File: src/rtl/led_string_pulse_frame_encoder_assert.svh
// Assertion macros shared by the LED string frame encoder RTL.
// Needs no other file; included by the modules that carry assertions.
`ifndef LED_STRING_PULSE_FRAME_ENCODER_ASSERT_SVH
`define LED_STRING_PULSE_FRAME_ENCODER_ASSERT_SVH

// A condition that must hold at every clock edge outside reset.
`define LSPFE_ASSERT_ALWAYS(label, clk, rst_n, cond) \
    label: assert property (@(posedge clk) disable iff (!rst_n) (cond)) \
        else $error("lspfe: invariant violated");

// When the antecedent holds, the consequent must hold in the same cycle.
`define LSPFE_ASSERT_IMPLY(label, clk, rst_n, ante, cons) \
    label: assert property (@(posedge clk) disable iff (!rst_n) (ante) |-> (cons)) \
        else $error("lspfe: same-cycle implication violated");

// When the antecedent holds, the consequent must hold in the next cycle.
`define LSPFE_ASSERT_NEXT(label, clk, rst_n, ante, cons) \
    label: assert property (@(posedge clk) disable iff (!rst_n) (ante) |=> (cons)) \
        else $error("lspfe: next-cycle implication violated");

`endif

File: src/rtl/lspfe_pkg.sv
// Types and constants of the LED string frame encoder.
// No dependencies; imported by every module of the block.
`default_nettype none

package lspfe_pkg;

    localparam int FRAME_BITS = 26;
    localparam int SEGMENTS   = 54;
    localparam int SEG_W      = $clog2(SEGMENTS);

    // Index of the closing low segment of a frame.
    localparam logic [SEG_W-1:0] LAST_SEG = SEG_W'(SEGMENTS - 1);

    typedef logic [FRAME_BITS-1:0] t_frame;

    // Command operation codes.
    localparam logic OP_SET_COLOR = 1'b0;
    localparam logic OP_ENUMERATE = 1'b1;

    // Enumerate direction codes.
    localparam logic [1:0] DIR_CONFIGURED = 2'd0;
    localparam logic [1:0] DIR_FORWARD    = 2'd1;
    localparam logic [1:0] DIR_REVERSE    = 2'd2;

    // Register indexes on the configuration port.
    typedef enum logic [2:0] {
        REG_PHYSICAL_COUNT    = 3'd0,
        REG_LOGICAL_COUNT     = 3'd1,
        REG_DEFAULT_FORWARD   = 3'd2,
        REG_INTENSITY_CAP     = 3'd3,
        REG_BROADCAST_ADDRESS = 3'd4,
        REG_SHORT_TIME        = 3'd5,
        REG_LONG_TIME         = 3'd6,
        REG_END_TIME          = 3'd7
    } t_reg_idx;

    // Reset values of the registers.
    localparam logic [5:0] RST_PHYSICAL_COUNT    = 6'd0;
    localparam logic [5:0] RST_LOGICAL_COUNT     = 6'd0;
    localparam logic       RST_DEFAULT_FORWARD   = 1'b1;
    localparam logic [7:0] RST_INTENSITY_CAP     = 8'd204;
    localparam logic [5:0] RST_BROADCAST_ADDRESS = 6'd63;
    localparam logic [7:0] RST_SHORT_TIME        = 8'd7;
    localparam logic [7:0] RST_LONG_TIME         = 8'd17;
    localparam logic [7:0] RST_END_TIME          = 8'd40;

    typedef struct packed {
        logic [5:0] physical_count;
        logic [5:0] logical_count;
        logic       default_forward;
        logic [7:0] intensity_cap;
        logic [5:0] broadcast_address;
        logic [7:0] short_time;
        logic [7:0] long_time;
        logic [7:0] end_time;
    } t_cfg;

endpackage

`default_nettype wire

File: src/rtl/lspfe_cmd_if.sv
// Command channel of the LED string frame encoder: valid/ready and one command item.
// No dependencies.
`default_nettype none

interface lspfe_cmd_if;
    logic        valid;
    logic        ready;
    logic        operation;
    logic [5:0]  bulb;
    logic [7:0]  intensity;
    logic [11:0] color;
    logic [1:0]  direction;

    modport source (
        output valid, operation, bulb, intensity, color, direction,
        input  ready
    );
    modport sink (
        input  valid, operation, bulb, intensity, color, direction,
        output ready
    );
endinterface

`default_nettype wire

File: src/rtl/lspfe_seg_if.sv
// Segment channel of the LED string frame encoder: valid/ready and one pin segment.
// No dependencies.
`default_nettype none

interface lspfe_seg_if;
    logic       valid;
    logic       ready;
    logic       level;
    logic [7:0] duration_us;
    logic       last;

    modport source (
        output valid, level, duration_us, last,
        input  ready
    );
    modport sink (
        input  valid, level, duration_us, last,
        output ready
    );
endinterface

`default_nettype wire

File: src/rtl/lspfe_front.sv
// Front end: accepts commands, resolves address and intensity, keeps the address offset.
// Depends on lspfe_pkg and lspfe_cmd_if; pushes frame words into lspfe_queue.
`default_nettype none

module lspfe_front (
    input  wire                  i_clk,
    input  wire                  i_rst_n,
    lspfe_cmd_if.sink            s_cmd,
    input  lspfe_pkg::t_cfg      i_cfg,
    input  wire                  i_q_full,
    output logic                 o_push,
    output lspfe_pkg::t_frame    o_frame
);
    import lspfe_pkg::*;

    logic [5:0] r_offset;
    logic [5:0] n_offset;
    logic       accept;
    logic       fwd;
    logic       in_walk;
    logic       walk_end;
    logic [5:0] set_addr;
    logic [7:0] set_inten;
    logic [5:0] enum_addr;

    assign s_cmd.ready = !i_q_full;
    assign accept      = s_cmd.valid && s_cmd.ready;

    always_comb begin
        unique case (s_cmd.direction)
            DIR_FORWARD: fwd = 1'b1;
            DIR_REVERSE: fwd = 1'b0;
            default:     fwd = i_cfg.default_forward;
        endcase
    end

    assign in_walk   = s_cmd.bulb < i_cfg.physical_count;
    assign walk_end  = in_walk && (s_cmd.bulb == 6'(i_cfg.physical_count - 6'd1));
    assign enum_addr = fwd ? s_cmd.bulb
                           : 6'(i_cfg.physical_count - 6'd1 - s_cmd.bulb);

    // The broadcast address goes out unchanged; all others are shifted by the offset.
    assign set_addr  = (s_cmd.bulb == i_cfg.broadcast_address)
                     ? s_cmd.bulb : 6'(s_cmd.bulb + r_offset);
    assign set_inten = (s_cmd.intensity > i_cfg.intensity_cap)
                     ? i_cfg.intensity_cap : s_cmd.intensity;

    always_comb begin
        n_offset = r_offset;
        o_push   = 1'b0;
        o_frame  = {set_addr, set_inten, s_cmd.color};
        if (accept) begin
            if (s_cmd.operation == OP_SET_COLOR) begin
                o_push = 1'b1;
            end else begin
                o_frame = {enum_addr, i_cfg.intensity_cap, 12'd0};
                o_push  = in_walk;
                if (s_cmd.bulb == 6'd0) begin
                    n_offset = 6'd0;
                end
                // At the end of a forward walk the spare bulbs at the start are skipped.
                if (walk_end && fwd && (i_cfg.physical_count > i_cfg.logical_count)) begin
                    n_offset = 6'(i_cfg.physical_count - i_cfg.logical_count);
                end
            end
        end
    end

    always_ff @(posedge i_clk) begin
        if (!i_rst_n) begin
            r_offset <= 6'd0;
        end else begin
            r_offset <= n_offset;
        end
    end

endmodule

`default_nettype wire

File: src/rtl/lspfe_queue.sv
// Two-entry frame queue between the front end and the segment sequencer.
// Depends on lspfe_pkg and the assertion macro header.
`default_nettype none
`include "led_string_pulse_frame_encoder_assert.svh"

module lspfe_queue (
    input  wire                  i_clk,
    input  wire                  i_rst_n,
    input  wire                  i_push,
    input  lspfe_pkg::t_frame    i_frame,
    output logic                 o_full,
    output logic                 o_valid,
    input  wire                  i_pop,
    output lspfe_pkg::t_frame    o_frame
);
    import lspfe_pkg::*;

    t_frame     r_mem [2];
    logic       r_wr_ptr;
    logic       r_rd_ptr;
    logic [1:0] r_count;

    assign o_full  = (r_count == 2'd2);
    assign o_valid = (r_count != 2'd0);
    assign o_frame = r_mem[r_rd_ptr];

    always_ff @(posedge i_clk) begin
        if (i_push) begin
            r_mem[r_wr_ptr] <= i_frame;
        end
    end

    always_ff @(posedge i_clk) begin
        if (!i_rst_n) begin
            r_wr_ptr <= 1'b0;
            r_rd_ptr <= 1'b0;
            r_count  <= 2'd0;
        end else begin
            if (i_push) begin
                r_wr_ptr <= !r_wr_ptr;
            end
            if (i_pop) begin
                r_rd_ptr <= !r_rd_ptr;
            end
            r_count <= 2'(r_count + {1'b0, i_push} - {1'b0, i_pop});
        end
    end

    `LSPFE_ASSERT_ALWAYS(a_count_bound, i_clk, i_rst_n, r_count <= 2'd2)
    `LSPFE_ASSERT_IMPLY(a_no_push_full, i_clk, i_rst_n, i_push, !o_full)
    `LSPFE_ASSERT_IMPLY(a_no_pop_empty, i_clk, i_rst_n, i_pop, o_valid)
    `LSPFE_ASSERT_ALWAYS(a_ptr_gap, i_clk, i_rst_n, (r_count == 2'd1) == (r_wr_ptr != r_rd_ptr))

endmodule

`default_nettype wire

File: src/rtl/lspfe_back.sv
// Back end: turns queued frame words into 54 timed pin segments through an output register.
// Depends on lspfe_pkg, lspfe_seg_if and the assertion macro header.
`default_nettype none
`include "led_string_pulse_frame_encoder_assert.svh"

module lspfe_back (
    input  wire                  i_clk,
    input  wire                  i_rst_n,
    input  lspfe_pkg::t_cfg      i_cfg,
    input  wire                  i_q_valid,
    input  lspfe_pkg::t_frame    i_q_frame,
    output logic                 o_q_pop,
    lspfe_seg_if.source          m_seg
);
    import lspfe_pkg::*;

    logic             r_busy;
    logic [SEG_W-1:0] r_seg;
    t_frame           r_word;
    logic             r_valid;
    logic             r_level;
    logic [7:0]       r_dur;
    logic             r_last;

    logic             n_busy;
    logic [SEG_W-1:0] n_seg;
    t_frame           n_word;
    logic             n_level;
    logic [7:0]       n_dur;
    logic             n_last;

    logic             adv;
    logic [7:0]       dur_short;
    logic [7:0]       dur_long;
    logic [7:0]       dur_end;
    logic             bit_one;

    // A zero timing register is sent as one microsecond.
    assign dur_short = (i_cfg.short_time == 8'd0) ? 8'd1 : i_cfg.short_time;
    assign dur_long  = (i_cfg.long_time  == 8'd0) ? 8'd1 : i_cfg.long_time;
    assign dur_end   = (i_cfg.end_time   == 8'd0) ? 8'd1 : i_cfg.end_time;

    assign adv     = !r_valid || m_seg.ready;
    assign bit_one = r_word[FRAME_BITS-1];
    assign o_q_pop = adv && !r_busy && i_q_valid;

    always_comb begin
        n_busy  = r_busy;
        n_seg   = r_seg;
        n_word  = r_word;
        n_level = r_level;
        n_dur   = r_dur;
        n_last  = r_last;
        if (adv) begin
            if (r_busy) begin
                n_seg  = SEG_W'(r_seg + 1'b1);
                n_last = 1'b0;
                if (r_seg == LAST_SEG) begin
                    n_level = 1'b0;
                    n_dur   = dur_end;
                    n_last  = 1'b1;
                    n_busy  = 1'b0;
                end else if (r_seg[0]) begin
                    // Low half of a bit: long for a one, short for a zero.
                    n_level = 1'b0;
                    n_dur   = bit_one ? dur_long : dur_short;
                end else begin
                    // High half of a bit, after which the next bit moves up.
                    n_level = 1'b1;
                    n_dur   = bit_one ? dur_short : dur_long;
                    n_word  = {r_word[FRAME_BITS-2:0], 1'b0};
                end
            end else if (i_q_valid) begin
                // The start segment needs nothing from the word, so it goes out while loading.
                n_word  = i_q_frame;
                n_seg   = SEG_W'(1);
                n_busy  = 1'b1;
                n_level = 1'b1;
                n_dur   = dur_short;
                n_last  = 1'b0;
            end
        end
    end

    always_ff @(posedge i_clk) begin
        if (!i_rst_n) begin
            r_busy  <= 1'b0;
            r_valid <= 1'b0;
            r_seg   <= '0;
        end else begin
            r_busy <= n_busy;
            r_seg  <= n_seg;
            if (adv) begin
                r_valid <= r_busy || i_q_valid;
            end
        end
    end

    always_ff @(posedge i_clk) begin
        r_word  <= n_word;
        r_level <= n_level;
        r_dur   <= n_dur;
        r_last  <= n_last;
    end

    assign m_seg.valid       = r_valid;
    assign m_seg.level       = r_level;
    assign m_seg.duration_us = r_dur;
    assign m_seg.last        = r_last;

    `LSPFE_ASSERT_IMPLY(a_seg_range, i_clk, i_rst_n, r_busy, (r_seg != '0) && (r_seg <= LAST_SEG))
    `LSPFE_ASSERT_NEXT(a_frame_done, i_clk, i_rst_n, adv && r_busy && (r_seg == LAST_SEG), !r_busy && r_last && r_valid)
    `LSPFE_ASSERT_IMPLY(a_busy_shows, i_clk, i_rst_n, r_busy, r_valid)

endmodule

`default_nettype wire

File: src/rtl/led_string_pulse_frame_encoder.sv
// LED string frame encoder top level: configuration registers, front end, queue, back end.
// Path: an accepted command's frame word is registered in the queue, then its first segment
// in the back end's output register, when the back end is idle.
// Throughput: one segment per cycle from the back end's output register while the receiver
// is ready; an enumerate index outside the walk is accepted but gives no segment.
// Reset (synchronous, active low) loads register defaults, clears the offset and empties the queue.
// Depends on lspfe_pkg, lspfe_cmd_if, lspfe_seg_if, lspfe_front, lspfe_queue and lspfe_back.
`default_nettype none

module led_string_pulse_frame_encoder (
    input  wire         i_clk,
    input  wire         i_rst_n,
    lspfe_cmd_if.sink   i_cmd,
    lspfe_seg_if.source o_seg,
    input  wire         psel,
    input  wire         penable,
    input  wire         pwrite,
    input  wire  [4:0]  paddr,
    input  wire  [31:0] pwdata,
    output logic [31:0] prdata,
    output logic        pready
);
    import lspfe_pkg::*;

    // Configuration registers sit at byte address four times their index. The user must write them
    // only while no frame is in flight (the block does not enforce this), so both ends may read them directly.
    logic [5:0] r_physical_count;
    logic [5:0] r_logical_count;
    logic       r_default_forward;
    logic [7:0] r_intensity_cap;
    logic [5:0] r_broadcast_address;
    logic [7:0] r_short_time;
    logic [7:0] r_long_time;
    logic [7:0] r_end_time;

    t_cfg       cfg;
    t_reg_idx   reg_idx;
    logic       wr_en;

    logic       q_push;
    t_frame     q_in_frame;
    logic       q_full;
    logic       q_valid;
    logic       q_pop;
    t_frame     q_out_frame;

    assign pready  = 1'b1;
    assign reg_idx = t_reg_idx'(paddr[4:2]);
    assign wr_en   = psel && penable && pwrite && pready;

    always_ff @(posedge i_clk) begin
        if (!i_rst_n) begin
            r_physical_count    <= RST_PHYSICAL_COUNT;
            r_logical_count     <= RST_LOGICAL_COUNT;
            r_default_forward   <= RST_DEFAULT_FORWARD;
            r_intensity_cap     <= RST_INTENSITY_CAP;
            r_broadcast_address <= RST_BROADCAST_ADDRESS;
            r_short_time        <= RST_SHORT_TIME;
            r_long_time         <= RST_LONG_TIME;
            r_end_time          <= RST_END_TIME;
        end else if (wr_en) begin
            unique case (reg_idx)
                REG_PHYSICAL_COUNT:    r_physical_count    <= pwdata[5:0];
                REG_LOGICAL_COUNT:     r_logical_count     <= pwdata[5:0];
                REG_DEFAULT_FORWARD:   r_default_forward   <= pwdata[0];
                REG_INTENSITY_CAP:     r_intensity_cap     <= pwdata[7:0];
                REG_BROADCAST_ADDRESS: r_broadcast_address <= pwdata[5:0];
                REG_SHORT_TIME:        r_short_time        <= pwdata[7:0];
                REG_LONG_TIME:         r_long_time         <= pwdata[7:0];
                REG_END_TIME:          r_end_time          <= pwdata[7:0];
            endcase
        end
    end

    // Read-back is zero-extended to the data width.
    always_comb begin
        unique case (reg_idx)
            REG_PHYSICAL_COUNT:    prdata = {26'd0, r_physical_count};
            REG_LOGICAL_COUNT:     prdata = {26'd0, r_logical_count};
            REG_DEFAULT_FORWARD:   prdata = {31'd0, r_default_forward};
            REG_INTENSITY_CAP:     prdata = {24'd0, r_intensity_cap};
            REG_BROADCAST_ADDRESS: prdata = {26'd0, r_broadcast_address};
            REG_SHORT_TIME:        prdata = {24'd0, r_short_time};
            REG_LONG_TIME:         prdata = {24'd0, r_long_time};
            REG_END_TIME:          prdata = {24'd0, r_end_time};
        endcase
    end

    assign cfg.physical_count    = r_physical_count;
    assign cfg.logical_count     = r_logical_count;
    assign cfg.default_forward   = r_default_forward;
    assign cfg.intensity_cap     = r_intensity_cap;
    assign cfg.broadcast_address = r_broadcast_address;
    assign cfg.short_time        = r_short_time;
    assign cfg.long_time         = r_long_time;
    assign cfg.end_time          = r_end_time;

    // The front end resolves each command that gives a frame into a 26-bit word in the cycle it is
    // accepted, so the address offset is always up to date for the next command.
    lspfe_front u_front (
        .i_clk    (i_clk),
        .i_rst_n  (i_rst_n),
        .s_cmd    (i_cmd),
        .i_cfg    (cfg),
        .i_q_full (q_full),
        .o_push   (q_push),
        .o_frame  (q_in_frame)
    );

    // Two frame words of slack let a new command be taken while a frame is still going out.
    lspfe_queue u_queue (
        .i_clk   (i_clk),
        .i_rst_n (i_rst_n),
        .i_push  (q_push),
        .i_frame (q_in_frame),
        .o_full  (q_full),
        .o_valid (q_valid),
        .i_pop   (q_pop),
        .o_frame (q_out_frame)
    );

    // The back end sends a start segment, two segments for each bit and a closing low gap.
    lspfe_back u_back (
        .i_clk     (i_clk),
        .i_rst_n   (i_rst_n),
        .i_cfg     (cfg),
        .i_q_valid (q_valid),
        .i_q_frame (q_out_frame),
        .o_q_pop   (q_pop),
        .m_seg     (o_seg)
    );

endmodule

`default_nettype wire

File: src/flat_wrapper.sv
// flat-port wrapper written by rule: the top's interface ports become plain ports
module led_string_pulse_frame_encoder_flat import lspfe_pkg::*;
  (i_clk, i_rst_n, psel, penable, pwrite, paddr, pwdata, prdata, pready, i_cmd_valid, i_cmd_operation, i_cmd_bulb, i_cmd_intensity, i_cmd_color, i_cmd_direction, i_cmd_ready, o_seg_valid, o_seg_level, o_seg_duration_us, o_seg_last, o_seg_ready);
  lspfe_cmd_if i_cmd_i ();
  lspfe_seg_if o_seg_i ();
  input  wire i_clk;
  input  wire i_rst_n;
  input  wire psel;
  input  wire penable;
  input  wire pwrite;
  input  wire  [4:0] paddr;
  input  wire  [31:0] pwdata;
  output logic [31:0] prdata;
  output logic pready;
  input wire logic [$bits(i_cmd_i.valid)-1:0] i_cmd_valid;
  input wire logic [$bits(i_cmd_i.operation)-1:0] i_cmd_operation;
  input wire logic [$bits(i_cmd_i.bulb)-1:0] i_cmd_bulb;
  input wire logic [$bits(i_cmd_i.intensity)-1:0] i_cmd_intensity;
  input wire logic [$bits(i_cmd_i.color)-1:0] i_cmd_color;
  input wire logic [$bits(i_cmd_i.direction)-1:0] i_cmd_direction;
  output wire logic [$bits(i_cmd_i.ready)-1:0] i_cmd_ready;
  output wire logic [$bits(o_seg_i.valid)-1:0] o_seg_valid;
  output wire logic [$bits(o_seg_i.level)-1:0] o_seg_level;
  output wire logic [$bits(o_seg_i.duration_us)-1:0] o_seg_duration_us;
  output wire logic [$bits(o_seg_i.last)-1:0] o_seg_last;
  input wire logic [$bits(o_seg_i.ready)-1:0] o_seg_ready;
  assign i_cmd_i.valid = i_cmd_valid;
  assign i_cmd_i.operation = i_cmd_operation;
  assign i_cmd_i.bulb = i_cmd_bulb;
  assign i_cmd_i.intensity = i_cmd_intensity;
  assign i_cmd_i.color = i_cmd_color;
  assign i_cmd_i.direction = i_cmd_direction;
  assign i_cmd_ready = i_cmd_i.ready;
  assign o_seg_valid = o_seg_i.valid;
  assign o_seg_level = o_seg_i.level;
  assign o_seg_duration_us = o_seg_i.duration_us;
  assign o_seg_last = o_seg_i.last;
  assign o_seg_i.ready = o_seg_ready;
  led_string_pulse_frame_encoder u_core (.i_clk(i_clk), .i_rst_n(i_rst_n), .i_cmd(i_cmd_i), .o_seg(o_seg_i), .psel(psel), .penable(penable), .pwrite(pwrite), .paddr(paddr), .pwdata(pwdata), .prdata(prdata), .pready(pready));
endmodule
File: config.mk
export PLATFORM = sky130hd
export DESIGN_NAME = led_string_pulse_frame_encoder_flat
export DESIGN_NICKNAME = d
export VERILOG_FILES = /design/src/rtl/lspfe_pkg.sv /design/src/rtl/lspfe_cmd_if.sv /design/src/rtl/lspfe_seg_if.sv /design/src/rtl/lspfe_front.sv /design/src/rtl/lspfe_queue.sv /design/src/rtl/lspfe_back.sv /design/src/rtl/led_string_pulse_frame_encoder.sv /design/src/flat_wrapper.sv
export VERILOG_INCLUDE_DIRS = /design/src /design/src/rtl
export SDC_FILE = /design/constraint.sdc
export NUM_CORES = 1
export LEC_CHECK = 0
export ABC_AREA = 1
export BUFFER_PORTS_ARGS = -buffer_cell sky130_fd_sc_hd__buf_2
export CORE_ASPECT_RATIO = 1.4
export CORE_MARGIN = 3
export CORE_UTILIZATION = 52
export DETAILED_ROUTE_END_ITERATION = 10
export PLACE_DENSITY = 0.73
export SKIP_LAST_GASP = 1
export SYNTH_ARGS = -nofsm -noshare
export SYNTH_HDL_FRONTEND = slang
export SYNTH_SLANG_ARGS = --single-unit
File: constraint.sdc
create_clock -name i_clk -period 3.2 [get_ports i_clk]
set_clock_uncertainty 0.1 [all_clocks]
set_input_delay 0.64 -clock i_clk [delete_from_list [all_inputs] [get_ports i_clk]]
set_output_delay 0.64 -clock i_clk [all_outputs]
set_load 0.05 [all_outputs]
## Word-level counts from Yosys, hierarchy flattened

Memories as Yosys holds them, arrays and structs flattened. A register that Yosys moved wholly into a read port is not among the register bits.
Cells that the tools add are included.

| word-level totals | value |
|---|---|
| register bits after elaboration | 105 |
| bits in latches | 0 |
| RAM bits | 52 |
| memory bits (read-only) | 0 |
| input port bits | 73 |
| output and inout bits | 45 |
| logic and storage cells | 119 |
| memories kept | 1 |

| operators by class | value |
|---|---|
| $add $sub $neg | 7 |
| multipliers | 0 |
| divide/modulo/power cells | 0 |
| magnitude comparators | 3 |
| equal/unequal tests | 15 |
| shifts and indexed selects | 0 |
| muxes and demuxes | 40 |
| bitwise logic cells | 0 |
| reduce and logical (&&, ||, !) cells | 34 |

Memories:

| memory | words | bits a word | read ports | clocked after memory_dff | write ports | RTL line | source |
|---|---|---|---|---|---|---|---|
| u_core.u_queue.r_mem | 2 | 26 | 1 | 1 | 1 | lspfe_queue.sv:18 | `t_frame r_mem [2];` |

Operators with widths:

| cell | number |
|---|---|
| one-hot mux 32 bit (8 select lines) | 1 |
| 2-to-1 mux 26 bit | 6 |
| 2-to-1 mux 8 bit | 10 |
| 2-to-1 mux 6 bit | 6 |
| zero test 8 bit | 3 |
| AND reduction 2 bit | 9 |
| 2-to-1 mux 1 bit | 16 |
| equality test 3 bit (second input constant) | 4 |
| equality test 6 bit | 2 |
| subtractor 6 bit | 2 |
| greater-than comparator 8 bit | 1 |
| logical AND 1 bit | 8 |
| adder 6 x 1 -> 6 bit (second input constant) | 1 |
| adder 6 bit | 1 |
| equality test 3 x 2 -> 1 bit (second input constant) | 2 |
| equality test 6 bit (second input constant) | 1 |
| greater-than comparator 6 bit | 1 |
| zero test 6 bit | 1 |
| less-than comparator 6 bit | 1 |
| nonzero test 2 bit | 3 |
| subtractor 6 x 1 -> 6 bit (second input constant) | 1 |
| zero test 1 bit | 5 |
| equality test 2 bit (second input constant) | 2 |
| inequality test 2 bit (second input constant) | 2 |
| 9 further kinds | 10 |

## Depth between registers and ports, before layout

| depth | value |
|---|---|
| depth after elaboration | 7 |
| mapped depth | 14 |
| mapped depth without buffers | 14 |

## Cells and area by module

A second synthesis with hierarchy kept.

| second synthesis, totals | value |
|---|---|
| cell total of the unflattened synthesis | 1095 |
| area total of the unflattened synthesis | 8907.3 um^2 |

Modules (own cells, without submodules):

| module | instances | cells an instance | area an instance (um^2) | seq. area each (um^2) |
|---|---|---|---|---|
| led_string_pulse_frame_encoder | 1 | 360 | 2492.4 | 1021.0 |
| lspfe_queue | 1 | 114 | 2205.9 | 1661.6 |
| lspfe_back | 1 | 274 | 2182.1 | 1241.2 |
| lspfe_front | 1 | 347 | 2026.9 | 120.1 |

## Least setup slack after synthesis

OpenSTA, ideal clock, no wires.

| path | value |
|---|---|
| path type | input-to-reg |
| from | in i_cmd_bulb[5] |
| to | mem u_core.u_queue.r_mem[0][0] (netlist bit), enable pin |
| library setup time | 0.409 ns |
| data arrival time | 2.551 ns |
| data required time | 2.691 ns |
| path slack | 0.140 ns |
| stages on the path | 8 |
| buffers on the path | 0 |
| cell sequence | ha_1 > nand2_1 > inv_1 > nand2_1 > nand2_1 > nor2_1 > o21bai_1 > nor2_1 |

| on the way | value |
|---|---|
| longest elaborated chain between the ends | 5 |

Ends and longest elaborated chain:

| what | RTL line | source |
|---|---|---|
| start: declaration | flat_wrapper.sv:17 | `input wire logic [$bits(i_cmd_i.bulb)-1:0] i_cmd_bulb;` |
| less-than comparator 6 bit | lspfe_front.sv:37 | `assign in_walk = s_cmd.bulb < i_cfg.physical_count;` |
| 2-to-1 mux 1 bit | lspfe_front.sv:53 | `if (s_cmd.operation == OP_SET_COLOR) begin` |
| 2-to-1 mux 1 bit | lspfe_front.sv:52 | `if (accept) begin` |
| 2-to-1 mux 1 bit | lspfe_queue.sv:28 | `if (i_push) begin` |
| 2-to-1 mux 1 bit (not written as such) | lspfe_queue.sv:29 | `r_mem[r_wr_ptr] <= i_frame;` |
| end: declaration | lspfe_queue.sv:18 |  |

Every way passes these cells.

## Final worst setup path

| path | value |
|---|---|
| from | in paddr[3] |
| to | out prdata[5] |

| on the way | value |
|---|---|
| longest elaborated chain between the ends | 2 |
| elaborated cells between the ends (all ways) | 9 |
| those cells by class | eq/ne (7); mux (1); reduce/logical (1) |

Ends and longest elaborated chain:

| what | RTL line | source |
|---|---|---|
| start: declaration | flat_wrapper.sv:11 | `input wire [4:0] paddr;` |
| equality test 3 bit (tied with other cells) | led_string_pulse_frame_encoder.sv:77 | `unique case (reg_idx)` |
| one-hot mux 32 bit (8 select lines) * | led_string_pulse_frame_encoder.sv:77 |  |
| end: declaration | flat_wrapper.sv:13 | `output logic [31:0] prdata;` |

Mark *: on every way between the ends. The rest lies on a longest branch, timed or not. The select of a mux whose other input is x is not followed.

==> results.md <==
- The run finished with clean final reports.
- Among all stages on the critical path, the largest delay is contributed by sky130_fd_sc_hd__a221oi_1.
- The cell occurring most often along the worst timing path is sky130_fd_sc_hd__buf_2.
- The most common flop cell mapped by yosys is sky130_fd_sc_hd__edfxtp_1.
- From left edge to right edge, the die measures 112 µm.
- The routed design could run at a clock period as short as 2.81 ns.
- The growth of design area from synthesis to finish is 12.8%.
- Dividing total power by cell area gives a power density of 712 nW/µm².
- During synthesis, Yosys emitted a total of 0 warnings.
- The count of unique library cells instantiated by Yosys is 46.
- The proportion of register bits with asynchronous set or reset after synthesis is 0%.
- The type of the most critical hold path is reg2reg.
- CTS saw 158 sinks.
- On the worst path, the slowest cell contributes a delay of 0.37 ns.
- The internal power is 0.00430 W.
- The tool flagged a number of max-cap violations equal to 0.
- The starting density of the core is 53.7%.
- The maximum fanout along the worst path is 7.
- The transition time at the pin with the least slew margin is 0.708 ns.
- The final hold violation count was 0.
- The overall via count from detail_route is 6751.
- The chip height is 155 µm.
- In this run the tool buffered the top-level ports with 66 buffer cells.
- The number of nets in the final layout is 1128.
- The design draws 0.00659 W.
- No sink is reached through more buffers than the 2 on the longest clock path.
- The capturing element type of the critical path is an output pin.
- The global-route wire length before repair is 32300 µm.
- The level count of the clock H-tree is 4.
- In the routed design, unresolved DRC markers number 0.
- The compound-cell area share of the yosys netlist is 16.0%.
- In this run the post-CTS setup repair buffer count came out at 0.
- The leakage power total is 3.99 nW.
- For the final routed database, the setup TNS stands at 0 ns.
- Hold timing on the final database bottoms out at a slack of 0.382 ns.
- The cell count after placement is 1189.
- For this block, the routed nets add up to 19800 µm of wire.
- The final-report max-slew violation count was 0.
- The peak clock frequency supported by timing is 356 MHz.
- The clock tree from TritonCTS is built.
- Buffers inserted to repair hold after CTS numbered 0.
- Setup repair after global routing left no endpoint under its margin.
- After clock tree synthesis, the clock-pin slew on the worst setup and hold paths is 0.06 ns.
- The iteration count of the initial detailed-routing pass is 7.
- The switching power is 0.00229 W.
- The synthesized netlist devotes 6.23% of its cell area to adder and majority cells.
- Summing the areas of all xor and xnor instances in the mapped netlist gives 1.60% of the synthesized area.
- Per report_power, the sequential group accounts for 42.8% of the total.
- The tightest slew margin relative to the limit is 52.6%.
- Global routing finished with a remaining overflow of 0.
- Yosys mapped a number of flops with a built-in enable equal to 88.
- Net switching is 34.7% of the power.
- The count of pins on the block boundary is 118.
- The number of standard cells in the layout, taps in and fillers out is 1220.
- IR analysis of the VDD net gives a maximum drop of 0.457 mV.
- The critical path is of the in2out type.
- The post-DP HPWL is 14400 µm.
- Multiplexer cells account for 0% of the synthesized area.
- Data arrives at the worst endpoint at 2.07 ns.
- In the synthesized netlist, the number of instances is 948.
- The die covers 17300 µm².
- Measured on the finished design, the core utilization comes to 60.6%.
- The number of gates resized after CTS was 0.
- The clock latency reported for the late side of the worst-skew pair is 0.42 ns.
- After detailed routing, the number of vias per cell comes to 5.53.
- The via count of the first global-routing pass came to 6554.
- The total setup violations reported at the end of the flow is 0.
- The worst reg2reg path startpoint is u_core.r_physical_count[3]$_SDFFE_PN0P_.
- The number of DRC markers in iteration 0 is 472.
- The signal on the critical path passes through buf_2, inv_2, nand3_1, inv_1, a221oi_1, o211ai_1, buf_2.
- The kind of launch point of the worst setup path is an input pin.
- The average wire length per cell after detail routing is 16.3 µm.
- The combinational share of power is 27.5%.
- The final critical-path share of the clock period is 87.7%.
- The sequential share of the synthesized area is 49.3%.
- The routability-driven placement congestion ratio is 0.953.
- The fraction of layout instances using a drive strength above 1 is 13.1%.
- The area share of and/or/nand/nor cells after synthesis is 17.5%.
- In this run the cell area of the synthesized design comes to 8200 µm².
- In this run the most critical hold path is launched from u_core.u_back.r_seg[1]$_SDFFE_PN0P_.
- The number of buffers created by CTS is 17.
- The required time at the endpoint of the critical path is 2.46 ns.
- For this run, the total global-route usage over all layers was measured as 23.3%.
- The most critical setup path has its startpoint at paddr[3].
- The placement row count is 53.
- The remaining antenna violation count after routing is 0.
- The region available for standard cell placement spans 15300 µm².
- The largest net degree at the start of global routing is 29.
- The number of antenna violations at the first check in global routing was 0.
- The number of antenna diodes in the final layout is 0.
- The average instance area after synthesis is 8.65 µm².
- After synthesis the netlist holds a flip-flop and latch count of 158.
- The clock network is responsible for 29.7% of the overall power.
- After synthesis, the largest family of logic cells by area is simple AND/OR/NAND/NOR gates.
- The cell at the root of the clock tree is sky130_fd_sc_hd__clkbuf_16.
==> worst max-delay path: cells and delay by family <==
| kind | cells | cell delay, ns |
|---|---|---|
| AO/OA/AOI/OAI | 2 | 0.55 |
| buffers and inverters | 4 | 0.63 |
| AND/OR/NAND/NOR | 1 | 0.24 |
==> layout by cell type (no fill, tap or decap), types with 3 or more instances in the layout <==
cell	instances
sky130_fd_sc_hd__a21oi_1	119
sky130_fd_sc_hd__a221oi_1	6
sky130_fd_sc_hd__a22oi_1	7
sky130_fd_sc_hd__a31oi_1	4
sky130_fd_sc_hd__buf_2	66
sky130_fd_sc_hd__buf_4	9
sky130_fd_sc_hd__clkbuf_16	17
sky130_fd_sc_hd__clkinv_1	5
sky130_fd_sc_hd__clkinv_4	5
sky130_fd_sc_hd__conb_1	25
sky130_fd_sc_hd__dfxtp_1	70
sky130_fd_sc_hd__edfxtp_1	88
sky130_fd_sc_hd__fa_1	3
sky130_fd_sc_hd__ha_1	36
sky130_fd_sc_hd__inv_1	114
sky130_fd_sc_hd__inv_2	4
sky130_fd_sc_hd__nand2_1	145
sky130_fd_sc_hd__nand3_1	53
sky130_fd_sc_hd__nand4_1	9
sky130_fd_sc_hd__nor2_1	82
sky130_fd_sc_hd__nor2_2	9
sky130_fd_sc_hd__nor3_1	11
sky130_fd_sc_hd__nor4_1	3
sky130_fd_sc_hd__o211ai_1	15
sky130_fd_sc_hd__o21ai_0	61
sky130_fd_sc_hd__o21bai_1	3
sky130_fd_sc_hd__o221ai_1	6
sky130_fd_sc_hd__o22ai_1	6
sky130_fd_sc_hd__or2_2	5
sky130_fd_sc_hd__xnor2_1	3
sky130_fd_sc_hd__xor2_1	12
==> layout make-up <==
type                            instances  area, µm²
Clock buffer                           17        425
Clock inverter                         14        146
Fill cell                            1357       6000
Inverter                              122        463
Multi-Input combinational cell        640       3490
Sequential cell                       158       4040
Tap cell                              192        240
Timing Repair Buffer                   77        438
==> sequential cells by signal, indices dropped and copies added, names as in the netlist, 2 cells and up, named ones only <==
| signal | count |
|---|---|
| u_core.r_end_time | 8 |
| u_core.r_intensity_cap | 8 |
| u_core.u_queue.r_count | 2 |
| u_core.u_front.r_offset | 6 |
| u_core.u_back.r_word | 26 |
| u_core.r_logical_count | 6 |
| u_core.u_back.m_seg.duration_us | 8 |
| u_core.u_queue.r_mem | 52 |
| u_core.r_short_time | 8 |
| u_core.r_physical_count | 6 |
| u_core.r_long_time | 8 |
| u_core.u_back.r_seg | 6 |
| u_core.r_broadcast_address | 6 |
==> cells in the mapped netlist, types with 11 or more instances <==
cell type / instances / area [µm²]
sky130_fd_sc_hd__dfxtp_1: 70 / 1400
sky130_fd_sc_hd__o211ai_1: 15 / 113
sky130_fd_sc_hd__xor2_1: 12 / 105
sky130_fd_sc_hd__ha_1: 36 / 450
sky130_fd_sc_hd__a21oi_1: 119 / 596
sky130_fd_sc_hd__o21ai_0: 61 / 305
sky130_fd_sc_hd__nor3_1: 11 / 55.1
sky130_fd_sc_hd__nand2_1: 145 / 544
sky130_fd_sc_hd__edfxtp_1: 88 / 2640
sky130_fd_sc_hd__inv_1: 114 / 428
sky130_fd_sc_hd__nor2_1: 85 / 319
sky130_fd_sc_hd__buf_4: 25 / 188
sky130_fd_sc_hd__nand3_1: 53 / 265
sky130_fd_sc_hd__clkbuf_1: 18 / 67.6
==> path summary, 6_finish.rpt <==
check                                              end  cells past startpoint  slack, ns
hold reg to reg    u_core.u_back.r_seg[1]$_SDFFE_PN0P_                      2       0.38
setup reg to reg  u_core.u_queue.r_count[1]$_SDFF_PN0_                     14       0.43
setup / recovery                             prdata[5]                      7       0.39
hold / removal     u_core.u_back.r_seg[1]$_SDFFE_PN0P_                      2       0.38
==> logic make-up (layout without fill, tap and decap cells) <==
family	after synthesis	count (layout)
AO/OA/AOI/OAI	234	234
XOR/XNOR	15	15
adder cells (fa/ha/maj)	39	39
buffers and inverters	173	230
flip-flops	158	158
other	2	25
AND/OR/NAND/NOR	327	327
==> per-stage QoR <==
stage / instance area, µm² / worst slack, ns
finish: 9250 / 0.393
global route: 9250 / 0.115
CTS: 9250 / 0.395
detailed placement: 8680 / 0.0644
global placement: 8680 / 0.230
floorplan: 8280 / 0.140
==> per-layer routing <==
layer | part of all wire [%] | wire length [µm] | up-vias | global-route usage [%]
met5 | 0 | 0 | - | 0
met4 | 3.5 | 701 | 0 | 11.1
met3 | 5.4 | 1080 | 46 | 3.56
met2 | 50 | 9980 | 221 | 40.4
met1 | 41 | 8070 | 3157 | 28.4
li1 | - | - | 3327 | -
==> power groups by stage <==
| stage | registers (W) | clock network [W] | logic [W] |
|---|---|---|---|
| 6_report | 0.00282 | 0.00196 | 0.00181 |
| 5_1_grt | 0.00285 | 0.00207 | 0.00200 |
| 4_1_cts | 0.00282 | 0.00198 | 0.00182 |
| 3_5_place_dp | 0.00286 | 0 | 0.00181 |
| 3_3_place_gp | 0.00285 | 0 | 0.00175 |
| 2_1_floorplan | 0.00304 | 0 | 0.00110 |
No activity file was read; power rests on OpenSTA's default activity.
